==> src/rtl/mcv_pkg.sv <==
`timescale 1ns / 1ps
// Shared types and constants for the max-cut value evaluator.
// No dependencies.
package mcv_pkg;

  localparam int MAX_VERTICES = 16;
  localparam int WEIGHT_BITS  = 8;
  localparam int PAIR_COUNT   = MAX_VERTICES * (MAX_VERTICES - 1) / 2;
  localparam int VERT_W       = $clog2(MAX_VERTICES);
  localparam int COUNT_W      = $clog2(MAX_VERTICES + 1);
  localparam int SLOT_W       = $clog2(PAIR_COUNT + 1);
  localparam int ADDR_W       = $clog2(PAIR_COUNT);
  localparam int VALUE_W      = 15;

  localparam logic [1:0] KIND_WRITE = 2'd0;
  localparam logic [1:0] KIND_EVAL  = 2'd1;
  localparam logic [1:0] KIND_CLEAR = 2'd2;

  typedef logic [WEIGHT_BITS-1:0] weight_t;
  typedef logic [VALUE_W-1:0]     value_t;

endpackage

==> src/rtl/mcv_weight_mem.sv <==
`timescale 1ns / 1ps
// Pair weight memory: one write port, one registered read port, per-entry valid bits.
// Depends on mcv_pkg.
module mcv_weight_mem
  import mcv_pkg::*;
(
  input  logic              clk,
  input  logic              rst,
  input  logic              wr_en,
  input  logic [ADDR_W-1:0] wr_addr,
  input  weight_t           wr_data,
  input  logic              rd_en,
  input  logic [ADDR_W-1:0] rd_addr,
  output weight_t           rd_data
);

  weight_t                 mem [PAIR_COUNT];
  logic [PAIR_COUNT-1:0]   entry_valid;

  always_ff @(posedge clk) begin
    if (wr_en) begin
      mem[wr_addr] <= wr_data;
    end
    if (rd_en) begin
      rd_data <= entry_valid[rd_addr] ? mem[rd_addr] : '0;
    end
  end

  always_ff @(posedge clk) begin
    if (rst) begin
      entry_valid <= '0;
    end else if (wr_en) begin
      entry_valid[wr_addr] <= 1'b1;
    end
  end

endmodule

==> src/rtl/max_cut_value_evaluator.sv <==
`timescale 1ns / 1ps
// Top level of the weighted max-cut value evaluator.
// Depends on mcv_pkg and mcv_weight_mem.
//
// Input channel (in_valid / in_stall) carries one beat per item:
//   kind 0 writes edge_weight for pair (vertex_a, vertex_b); equal vertices drop.
//   kind 1 evaluates assignment and returns one output beat.
//   kind 2 clears the running best value. kind 3 drops.
// Writes and clears give no output beat.
// An evaluate walks all stored pairs, one memory read per cycle, and keeps the
// input stalled through the walk, a drain state and a finish state; the
// output beat appears at the same edge that releases the input. The walk
// length is set by the single read port of the pair weight memory.
// Output channel (out_valid / out_stall) holds cut_value, best_cut and
// out_of_range until taken. A stalled output beat holds; the next evaluate
// still runs and waits at its end until the output register frees.
// cfg_wr_en / cfg_wr_data set active_vertices; write only while idle.
// Reset (rst, synchronous) clears all weights to zero, the best value to
// zero, active_vertices to 16 and drops any pending output beat.
module max_cut_value_evaluator
  import mcv_pkg::*;
(
  input  logic                 clk,
  input  logic                 rst,
  input  logic                 cfg_wr_en,
  input  logic [4:0]           cfg_wr_data,
  input  logic                 in_valid,
  output logic                 in_stall,
  input  logic [1:0]           kind,
  input  logic [VERT_W-1:0]    vertex_a,
  input  logic [VERT_W-1:0]    vertex_b,
  input  logic [7:0]           edge_weight,
  input  logic [15:0]          assignment,
  output logic                 out_valid,
  input  logic                 out_stall,
  output logic [VALUE_W-1:0]   cut_value,
  output logic [VALUE_W-1:0]   best_cut,
  output logic                 out_of_range
);

  typedef enum logic [1:0] {
    ST_IDLE,
    ST_RUN,
    ST_DRAIN,
    ST_FINISH
  } state_t;

  state_t                    state;
  logic [4:0]                active_vertices;
  logic [COUNT_W-1:0]        n_eff;
  logic [COUNT_W-1:0]        n_lat;
  logic [MAX_VERTICES-1:0]   assign_lat;
  logic                      flag_lat;
  logic [VERT_W-1:0]         vi;
  logic [VERT_W-1:0]         vj;
  logic [SLOT_W-1:0]         slot;
  logic                      s1_valid;
  logic                      s1_use;
  value_t                    sum;
  value_t                    best;
  value_t                    best_next;
  value_t                    sum_next;
  logic [VALUE_W:0]          sum_ext;
  logic                      in_accept;
  logic                      out_free;
  logic                      wr_en;
  logic [ADDR_W-1:0]         wr_addr;
  logic                      flag_now;
  weight_t                   rd_data;
  logic [VERT_W-1:0]         lo;
  logic [VERT_W-1:0]         hi;

  function automatic logic [ADDR_W-1:0] pair_slot(
    input logic [VERT_W-1:0] a_lo,
    input logic [VERT_W-1:0] a_hi
  );
    logic [2*VERT_W+1:0] prod;
    logic [2*VERT_W+1:0] s;
    prod = (2*VERT_W+2)'(a_lo) * ((2*VERT_W+2)'(2*MAX_VERTICES - 1) - (2*VERT_W+2)'(a_lo));
    s    = (prod >> 1) + (2*VERT_W+2)'(a_hi) - (2*VERT_W+2)'(a_lo) - (2*VERT_W+2)'(1);
    return s[ADDR_W-1:0];
  endfunction

  assign in_stall  = (state != ST_IDLE);
  assign in_accept = in_valid && !in_stall;
  assign out_free  = !out_valid || !out_stall;

  assign n_eff = (active_vertices > 5'(MAX_VERTICES)) ? COUNT_W'(MAX_VERTICES)
                                                      : COUNT_W'(active_vertices);

  always_comb begin
    flag_now = 1'b0;
    for (int b = 0; b < MAX_VERTICES; b++) begin
      if (assignment[b] && (COUNT_W'(b) >= n_eff)) begin
        flag_now = 1'b1;
      end
    end
  end

  assign lo      = (vertex_a < vertex_b) ? vertex_a : vertex_b;
  assign hi      = (vertex_a < vertex_b) ? vertex_b : vertex_a;
  assign wr_en   = in_accept && (kind == KIND_WRITE) && (vertex_a != vertex_b);
  assign wr_addr = pair_slot(lo, hi);

  mcv_weight_mem u_mem (
    .clk     (clk),
    .rst     (rst),
    .wr_en   (wr_en),
    .wr_addr (wr_addr),
    .wr_data (weight_t'(edge_weight)),
    .rd_en   (state == ST_RUN),
    .rd_addr (slot[ADDR_W-1:0]),
    .rd_data (rd_data)
  );

  assign sum_ext   = {1'b0, sum} + (VALUE_W+1)'(rd_data);
  assign sum_next  = sum_ext[VALUE_W] ? '1 : sum_ext[VALUE_W-1:0];
  assign best_next = (sum > best) ? sum : best;

  always_ff @(posedge clk) begin
    if (rst) begin
      active_vertices <= 5'(MAX_VERTICES);
    end else if (cfg_wr_en) begin
      active_vertices <= cfg_wr_data;
    end
  end

  always_ff @(posedge clk) begin
    if (rst) begin
      state     <= ST_IDLE;
      out_valid <= 1'b0;
      best      <= '0;
      s1_valid  <= 1'b0;
    end else begin
      s1_valid <= (state == ST_RUN);
      s1_use   <= (assign_lat[vi] ^ assign_lat[vj]) && (COUNT_W'(vj) < n_lat);
      if (s1_valid && s1_use) begin
        sum <= sum_next;
      end
      if (out_valid && !out_stall && (state != ST_FINISH)) begin
        out_valid <= 1'b0;
      end
      unique case (state)
        ST_IDLE: begin
          if (in_accept) begin
            unique case (kind)
              KIND_EVAL: begin
                state      <= ST_RUN;
                n_lat      <= n_eff;
                assign_lat <= assignment;
                flag_lat   <= flag_now;
                vi         <= '0;
                vj         <= VERT_W'(1);
                slot       <= '0;
                sum        <= '0;
              end
              KIND_CLEAR: begin
                best <= '0;
              end
              default: begin
              end
            endcase
          end
        end
        ST_RUN: begin
          slot <= slot + SLOT_W'(1);
          if (vj == VERT_W'(MAX_VERTICES - 1)) begin
            if (vi == VERT_W'(MAX_VERTICES - 2)) begin
              state <= ST_DRAIN;
            end else begin
              vi <= vi + VERT_W'(1);
              vj <= vi + VERT_W'(2);
            end
          end else begin
            vj <= vj + VERT_W'(1);
          end
        end
        ST_DRAIN: begin
          state <= ST_FINISH;
        end
        ST_FINISH: begin
          if (out_free) begin
            out_valid    <= 1'b1;
            cut_value    <= sum;
            best_cut     <= best_next;
            out_of_range <= flag_lat;
            best         <= best_next;
            state        <= ST_IDLE;
          end
        end
        default: begin
          state <= ST_IDLE;
        end
      endcase
    end
  end

  a_drain_count: assert property (@(posedge clk) disable iff (rst)
    (state == ST_DRAIN) |-> (slot == SLOT_W'(PAIR_COUNT)))
    else $error("pair walk ended at wrong slot count");

  a_cut_le_best: assert property (@(posedge clk) disable iff (rst)
    out_valid |-> (cut_value <= best_cut))
    else $error("cut value above best value");

  a_idle_no_acc: assert property (@(posedge clk) disable iff (rst)
    (state == ST_IDLE) |-> !s1_valid)
    else $error("accumulation pending while idle");

  a_no_write_busy: assert property (@(posedge clk) disable iff (rst)
    (state != ST_IDLE) |-> !wr_en)
    else $error("weight write during pair walk");

endmodule
==> config.mk <==
export PLATFORM = sky130hd
export DESIGN_NAME = max_cut_value_evaluator
export DESIGN_NICKNAME = d
export VERILOG_FILES = /design/src/rtl/mcv_pkg.sv /design/src/rtl/mcv_weight_mem.sv /design/src/rtl/max_cut_value_evaluator.sv
export SDC_FILE = /design/constraint.sdc
export NUM_CORES = 2
export LEC_CHECK = 0
export BUFFER_PORTS_ARGS = -buffer_cell sky130_fd_sc_hd__clkbuf_2
export CORE_MARGIN = 4
export CORE_UTILIZATION = 67
export CTS_CLUSTER_DIAMETER = 80
export DETAILED_ROUTE_END_ITERATION = 12
export PLACE_DENSITY = 0.84
export SLEW_MARGIN = 20
export SYNTH_ARGS = -nofsm -noshare
export SYNTH_HDL_FRONTEND = slang
export SYNTH_SLANG_ARGS = --single-unit
==> constraint.sdc <==
create_clock -name clk -period 10.2 [get_ports clk]
set_input_delay 0.51 -clock clk [delete_from_list [all_inputs] [get_ports clk]]
set_output_delay 0.51 -clock clk [all_outputs]
set_load 0.03 [all_outputs]
# Yosys cells after proc, flatten, opt, wreduce, memory -nomap -nowiden
# Memories as Yosys holds them, arrays and structs flattened. A register that Yosys moved wholly into a read port is not among the register bits.
# Index checks and enable logic that the tools add are counted.
[totals]
input_bits = 44
output_inout_bits = 33
ff_bits = 228
mem_count = 1
elab_cells = 161
mem_bits_rw = 960
[classes]
n_mux = 46
add_sub_neg = 9
magnitude_cmp = 25
reduce_logical = 42
n_bitwise = 3
n_eq_ne = 17
n_mul = 1
[memory_table]
columns = ["memory", "words", "width", "read_ports", "rd_ports_with_merged_regs", "wr", "line_no", "rtl"]
rows = [
  ["u_mem.mem", 120, 8, 1, 1, 1, "mcv_weight_mem.sv:17", "weight_t mem [PAIR_COUNT];"],
]
[ops]
columns = ["op", "n"]
rows = [
  ["15-bit two-way mux", 9],
  ["120-bit bitwise OR", 1],
  ["4-bit by 5-bit >= comparator with 1-bit output, first input constant", 8],
  ["4-bit two-way mux", 10],
  ["15-bit one-hot mux with 2 select lines", 1],
  ["1-bit logical AND", 24],
  ["3-bit by 5-bit >= comparator with 1-bit output, first input constant", 4],
  ["15-bit by 8-bit adder with 16-bit output", 1],
  ["7-bit by 8-bit less-than comparator with 1-bit output, second input constant", 2],
  ["4-bit one-hot mux with 2 select lines", 2],
  ["15-bit greater-than comparator", 1],
  ["15-bit OR reduction", 1],
  ["7-bit two-way mux", 2],
  ["7-bit one-hot mux with 2 select lines", 1],
  ["2-bit inequality test, second input constant", 6],
  ["4-bit AND reduction", 3],
  ["1-bit by 5-bit >= comparator with 1-bit output, first input constant", 2],
  ["2-bit by 5-bit >= comparator with 1-bit output, first input constant", 2],
  ["4-bit by 5-bit less-than comparator with 1-bit output, second input constant", 2],
  ["1-bit two-way mux", 10],
  ["2-bit two-way mux", 5],
  ["5-bit AND reduction", 2],
  ["4-bit by 1-bit adder with 4-bit output, second input constant", 2],
  ["1-bit binary-select mux with 4-bit select", 2],
  ["29 further kinds", 40],
]

# Depth between registers and ports, before layout
[logic_depth]
word_depth = 12
depth_mapped = 26
ltp_nobuf = 24

# Hierarchy
# From an unflattened synthesis, not the netlist that was laid out.
[hier_totals]
cells_unflattened = 2816
area_unflattened_um2 = 49037.0
[modules_own_cells]
columns = ["mod", "instances", "seq_area_each_um2", "area_each_um2", "cells_each"]
rows = [
  ["mcv_weight_mem", 1, 31470.2, 42568.3, 2234],
  ["max_cut_value_evaluator", 1, 3002.9, 6468.7, 582],
]

# Worst setup path before layout
# No wires, ideal clock.
[synth_path]
kind = "in2reg"
start = "input port vertex_b[2]"
end = "memory u_mem.mem[63][0] (netlist name), enable pin"
setup_time_ns = 0.395
arrival_ns = 5.995
setup_slack_ns = 3.810
path_buffers = 1
t_required_ns = 9.805
path_stages = 21
cell_sequence = "inv_1 ha_1 o21ai_1 a21oi_2 nor2_1 mux2_2 inv_1 nor2_1 ha_1 fa_1 fa_1 ha_1 xnor2_1 ha_1 ha_1 a21oi_1 nand2_1 a211o_1 xnor2_1 buf_2 nor4_1"
[synth_between]
elab_chain_cells = 7
elab_cells_between_ends = 12
classes_between = "add/sub: 4; mul: 1; order compare: 1; eq/ne: 1; mux: 4; reduce/logical: 1"
[synth_rtl]
columns = ["item", "line_no", "rtl"]
rows = [
  ["start, declared", "max_cut_value_evaluator.sv:31", "input logic [VERT_W-1:0] vertex_b,"],
  ["4-bit less-than comparator", "max_cut_value_evaluator.sv:100, max_cut_value_evaluator.sv:101", ""],
  ["4-bit two-way mux", "max_cut_value_evaluator.sv:100", "assign lo = (vertex_a < vertex_b) ? vertex_a : vertex_b;"],
  ["5-bit by 4-bit subtractor with 6-bit output", "max_cut_value_evaluator.sv:79", "prod = (2*VERT_W+2)'(a_lo) * ((2*VERT_W+2)'(2*MAX_VERTICES - 1) - (2*VERT_W+2)'(a_lo));"],
  ["5-bit by 6-bit multiplier with 8-bit output", "max_cut_value_evaluator.sv:79", ""],
  ["7-bit by 4-bit adder with 7-bit output", "max_cut_value_evaluator.sv:80", "s = (prod >> 1) + (2*VERT_W+2)'(a_hi) - (2*VERT_W+2)'(a_lo) - (2*VERT_W+2)'(1);"],
  ["7-bit by 4-bit subtractor with 7-bit output", "max_cut_value_evaluator.sv:80", ""],
  ["7-bit by 1-bit subtractor with 7-bit output", "max_cut_value_evaluator.sv:80", ""],
  ["end, declared", "mcv_weight_mem.sv:17", ""],
]
# Parallel ways exist; a longest one is shown, timed or not.

# Final worst setup path
[layout_path]
start = "input port vertex_b[2]"
end = "memory u_mem.mem[69][7] (netlist name), enable pin"
# The elaborated chain is that of the path after synthesis.

==> run summary <==
Die X - 278 µm
Fin crit period - 7.01 ns
Maximum level of the CTS H-tree - 3
Via count - 27328
Post-Syn Area - 48900 µm²
Most Frequent Cell on Critical Path - ha_1
Core ar. - 72000 µm²
Kind of critical path - input port to register
Crit-path cells - clkbuf_2 -> inv_1 -> ha_1 -> o21ai_1 -> a21oi_2 -> o21ai_0 -> a21boi_0 -> and2_1 -> ha_1 -> fa_1 -> fa_1 -> ha_1 -> xnor2_1 -> ha_1 -> ha_1 -> a21oi_1 -> xnor2_1 -> xnor2_1 -> nor2_1 -> nand3_1 -> nor2_1
Worst path top cell family by delay - adder cells
Gpl congestion - 0.897
TritonCTS clock tree - built
Vias/cell - 7.31
Commonest non-fill, non-tap cell in the layout - edfxtp_1
Layout cells sized above 1 - 24.3%
Worst Hold Class - input port to register
Slowest stage delay, CP - 0.89 ns
DRT Wirelength - 124000 µm
RSZ-0062 raised after global routing - no
Final hold violation count - 0
Initial antenna violation count - 6
Worst path slowest cell - nor2_1
Vert. Die Dim - 278 µm
Synth Area in Adders - 1.74%
Uppermost layer routed - met5
Remaining antenna violation count - 0
Multi-input logic area - 13800 µm²
GRT Overall Usage - 32.4%
Mux share of post-synthesis cell area - 16.9%
Sequential area share after synthesis - 70.5%
Top post-synthesis cells by area - edfxtp_1 65%, mux4_2 16%, dfxtp_1 5.9%, o2bb2ai_1 2.1%, ha_1 1.5%
NumNets Final - 2801
Fillcell total - 3646
Fraction of synthesized cell area in xor and xnor cells - 0.604%
Drt drc - 0
Power per cell area - 227 nW/µm²
Worst-margin pin slew - 1.12 ns
# Post-CTS Setup Buffers - 0
Synth Area in Compound Gates - 4.50%
Met2 routed WL - 61200 µm
Async S/R FF share, synth - 0%
Clock Latency Late Sink - 0.69 ns
Effective utilization at floorplan - 68.0%
Simple-Gate Fraction of Synth Area - 4.02%
Clock sink count - 1196
F_max - 143 MHz
Max_cap viols - 0
Slew HR - 25.6%
DPL Wire Length - 70100 µm
Design area - 54100 µm²
Largest area contributor in the netlist - edfxtp_1
DRT iter0 DRCs - 4816
Yosys reg bits - 1196
Setup Viol. Count Final - 0
Most frequent cells in the layout - 1052 x edfxtp_1, 343 x mux4_2, 181 x nor2_1
Max Transition Viols Final - 0
Synthesis-to-layout area growth - 10.7%
Die area - 77400 µm²
Status - complete, no violations
Clock buffer depth - 3
Overflow after GRT - 0
Setup TNS - 0 ns
P_leak - 0.0174 µW
CTS hold repair buffers - 0
Syn_nets - 2731
Yosys warns - 0
IO Count - 77
Largest net degree at the start of global routing - 160
Number of buffers created by CTS - 111
Synthesized instance count - 2622
Crit-path max FO - 10
Largest family of logic cells by synthesized area - multiplexers
Buf+Inv Stages, Crit Path - 2
Met1 wire length - 42300 µm
Port Buf Inserts - 76
Met3 WL - 14200 µm
CP endpoint kind - register
Root Driver - clkbuf_16
Critical Path AT - 7.32 ns
EDFF count, synth - 1052
Reg2reg setup slack - 5.48 ns
First-pass GRT wire length - 185000 µm
Vias in the first global route - 27366
Drt pass-1 iters - 6
Clock Pin Slew Worst Setup and Hold Paths - 0.06 ns
# rows - 98
Clk_skew - 0.0282 ns
Synth Flop Type - edfxtp_1
Wire per inst - 33.3 µm
Synth top area share - 64.6%
Fin crit share - 68.8%
Reg area - 34500 µm²
Average cell area after synthesis - 18.7 µm²
Yosys cell types - 63
Critical Path Start Type - input port
Cell Area, Placed - 50200 µm²
Required time of the critical path - 10.51 ns
Post-CTS Resized - 0
Worst vdd ir - 0.352 mV
==> cell usage after synthesis (3+ instances only) <==
cell type / n
xnor2_1: 25
inv_1: 50
nand2b_1: 5
xor2_1: 5
and2_1: 13
nand2_1: 116
nor3_1: 20
nor2b_1: 28
edfxtp_1: 1052
a22o_1: 8
a21oi_1: 44
ha_1: 60
a21o_1: 10
o2bb2ai_1: 120
or3_1: 10
mux2_2: 10
nor2_1: 183
o21a_1: 4
a211oi_1: 28
dfxtp_1: 144
fa_1: 5
nand4_1: 6
buf_2: 61
o32ai_1: 4
o221a_2: 7
o21ai_1: 3
a22oi_1: 7
a31oi_1: 6
buf_1: 17
mux2i_1: 39
nor4_1: 9
a21boi_0: 3
mux4_2: 343
and3_1: 16
buf_4: 6
nand3_1: 20
o211ai_1: 3
clkbuf_1: 68
o21ai_0: 35
==> power breakdown <==
part / internal [µW] / switching, µW / total [µW]
Clock: 2440 / 1830 / 4270
Combinational: 695 / 1860 / 2550
Sequential: 5420 / 65.3 / 5490
==> area by class of cell <==
| type | instances | area share [%] |
|---|---|---|
| Sequential cell | 1196 | 63.7 |
| Clock buffer | 131 | 5.41 |
| Tap cell | 950 | 2.20 |
| Clock inverter | 75 | 1.52 |
| Multi-Input combinational cell | 1222 | 25.4 |
| Timing Repair Buffer | 110 | 1.40 |
| Inverter | 51 | 0.358 |
| Antenna cell | 1 | 0.00462 |
==> flip-flops by register name, summed over array words and instances, names as in the netlist, 5 cells and up <==
name and flops:
best 15, slot 7, u_mem.rd_data 8, best_cut 15, u_mem.mem 960, assign_lat 16, active_vertices 5, u_mem.entry_valid 120
n_lat 5, cut_value 15, sum 15
==> cell families (layout without fill, tap and decap cells) <==
| family | after synthesis | after routing |
|---|---|---|
| other | 0 | 1 |
| buffers and inverters | 204 | 367 |
| XOR/XNOR | 32 | 32 |
| adder cells (fa/ha/maj) | 65 | 65 |
| AND/OR/NAND/NOR | 437 | 437 |
| multiplexers | 394 | 394 |
| flip-flops | 1196 | 1196 |
| AO/OA/AOI/OAI | 294 | 294 |
==> metrics by stage <==
stage	utilization (%)	hold slack, ns	setup slack (ns)	std cells	total power [µW]
final	75.2	0.0487	3.19	3736	12300
after global routing	75.2	0.0250	2.75	3735	12700
after CTS	75.0	0.00839	3.21	3733	12100
after detailed placement	69.8	0.426	2.61	3527	7860
after global placement	69.8	0.425	2.73	3527	7780
after floorplan	-	0.400	3.81	2622	7070
==> per-layer routing <==
| layer | global-route usage (%) | up-vias |
|---|---|---|
| met5 | 0 | - |
| met1 | 43.9 | 13781 |
| met3 | 6.93 | 443 |
| met2 | 52.4 | 2303 |
| li1 | - | 10793 |
| met4 | 13.8 | 8 |
==> path summary, 6_finish.rpt <==
kind,from,to,cells after the start
worst max-delay path,vertex_b[2],u_mem.mem[69][7],21
worst min-delay path,assignment[5],assign_lat[5],1
worst max register to register,slot[0],u_mem.rd_data[2],9
worst min register to register,flag_lat,out_of_range,0
(Power assumes the default switching activity.)
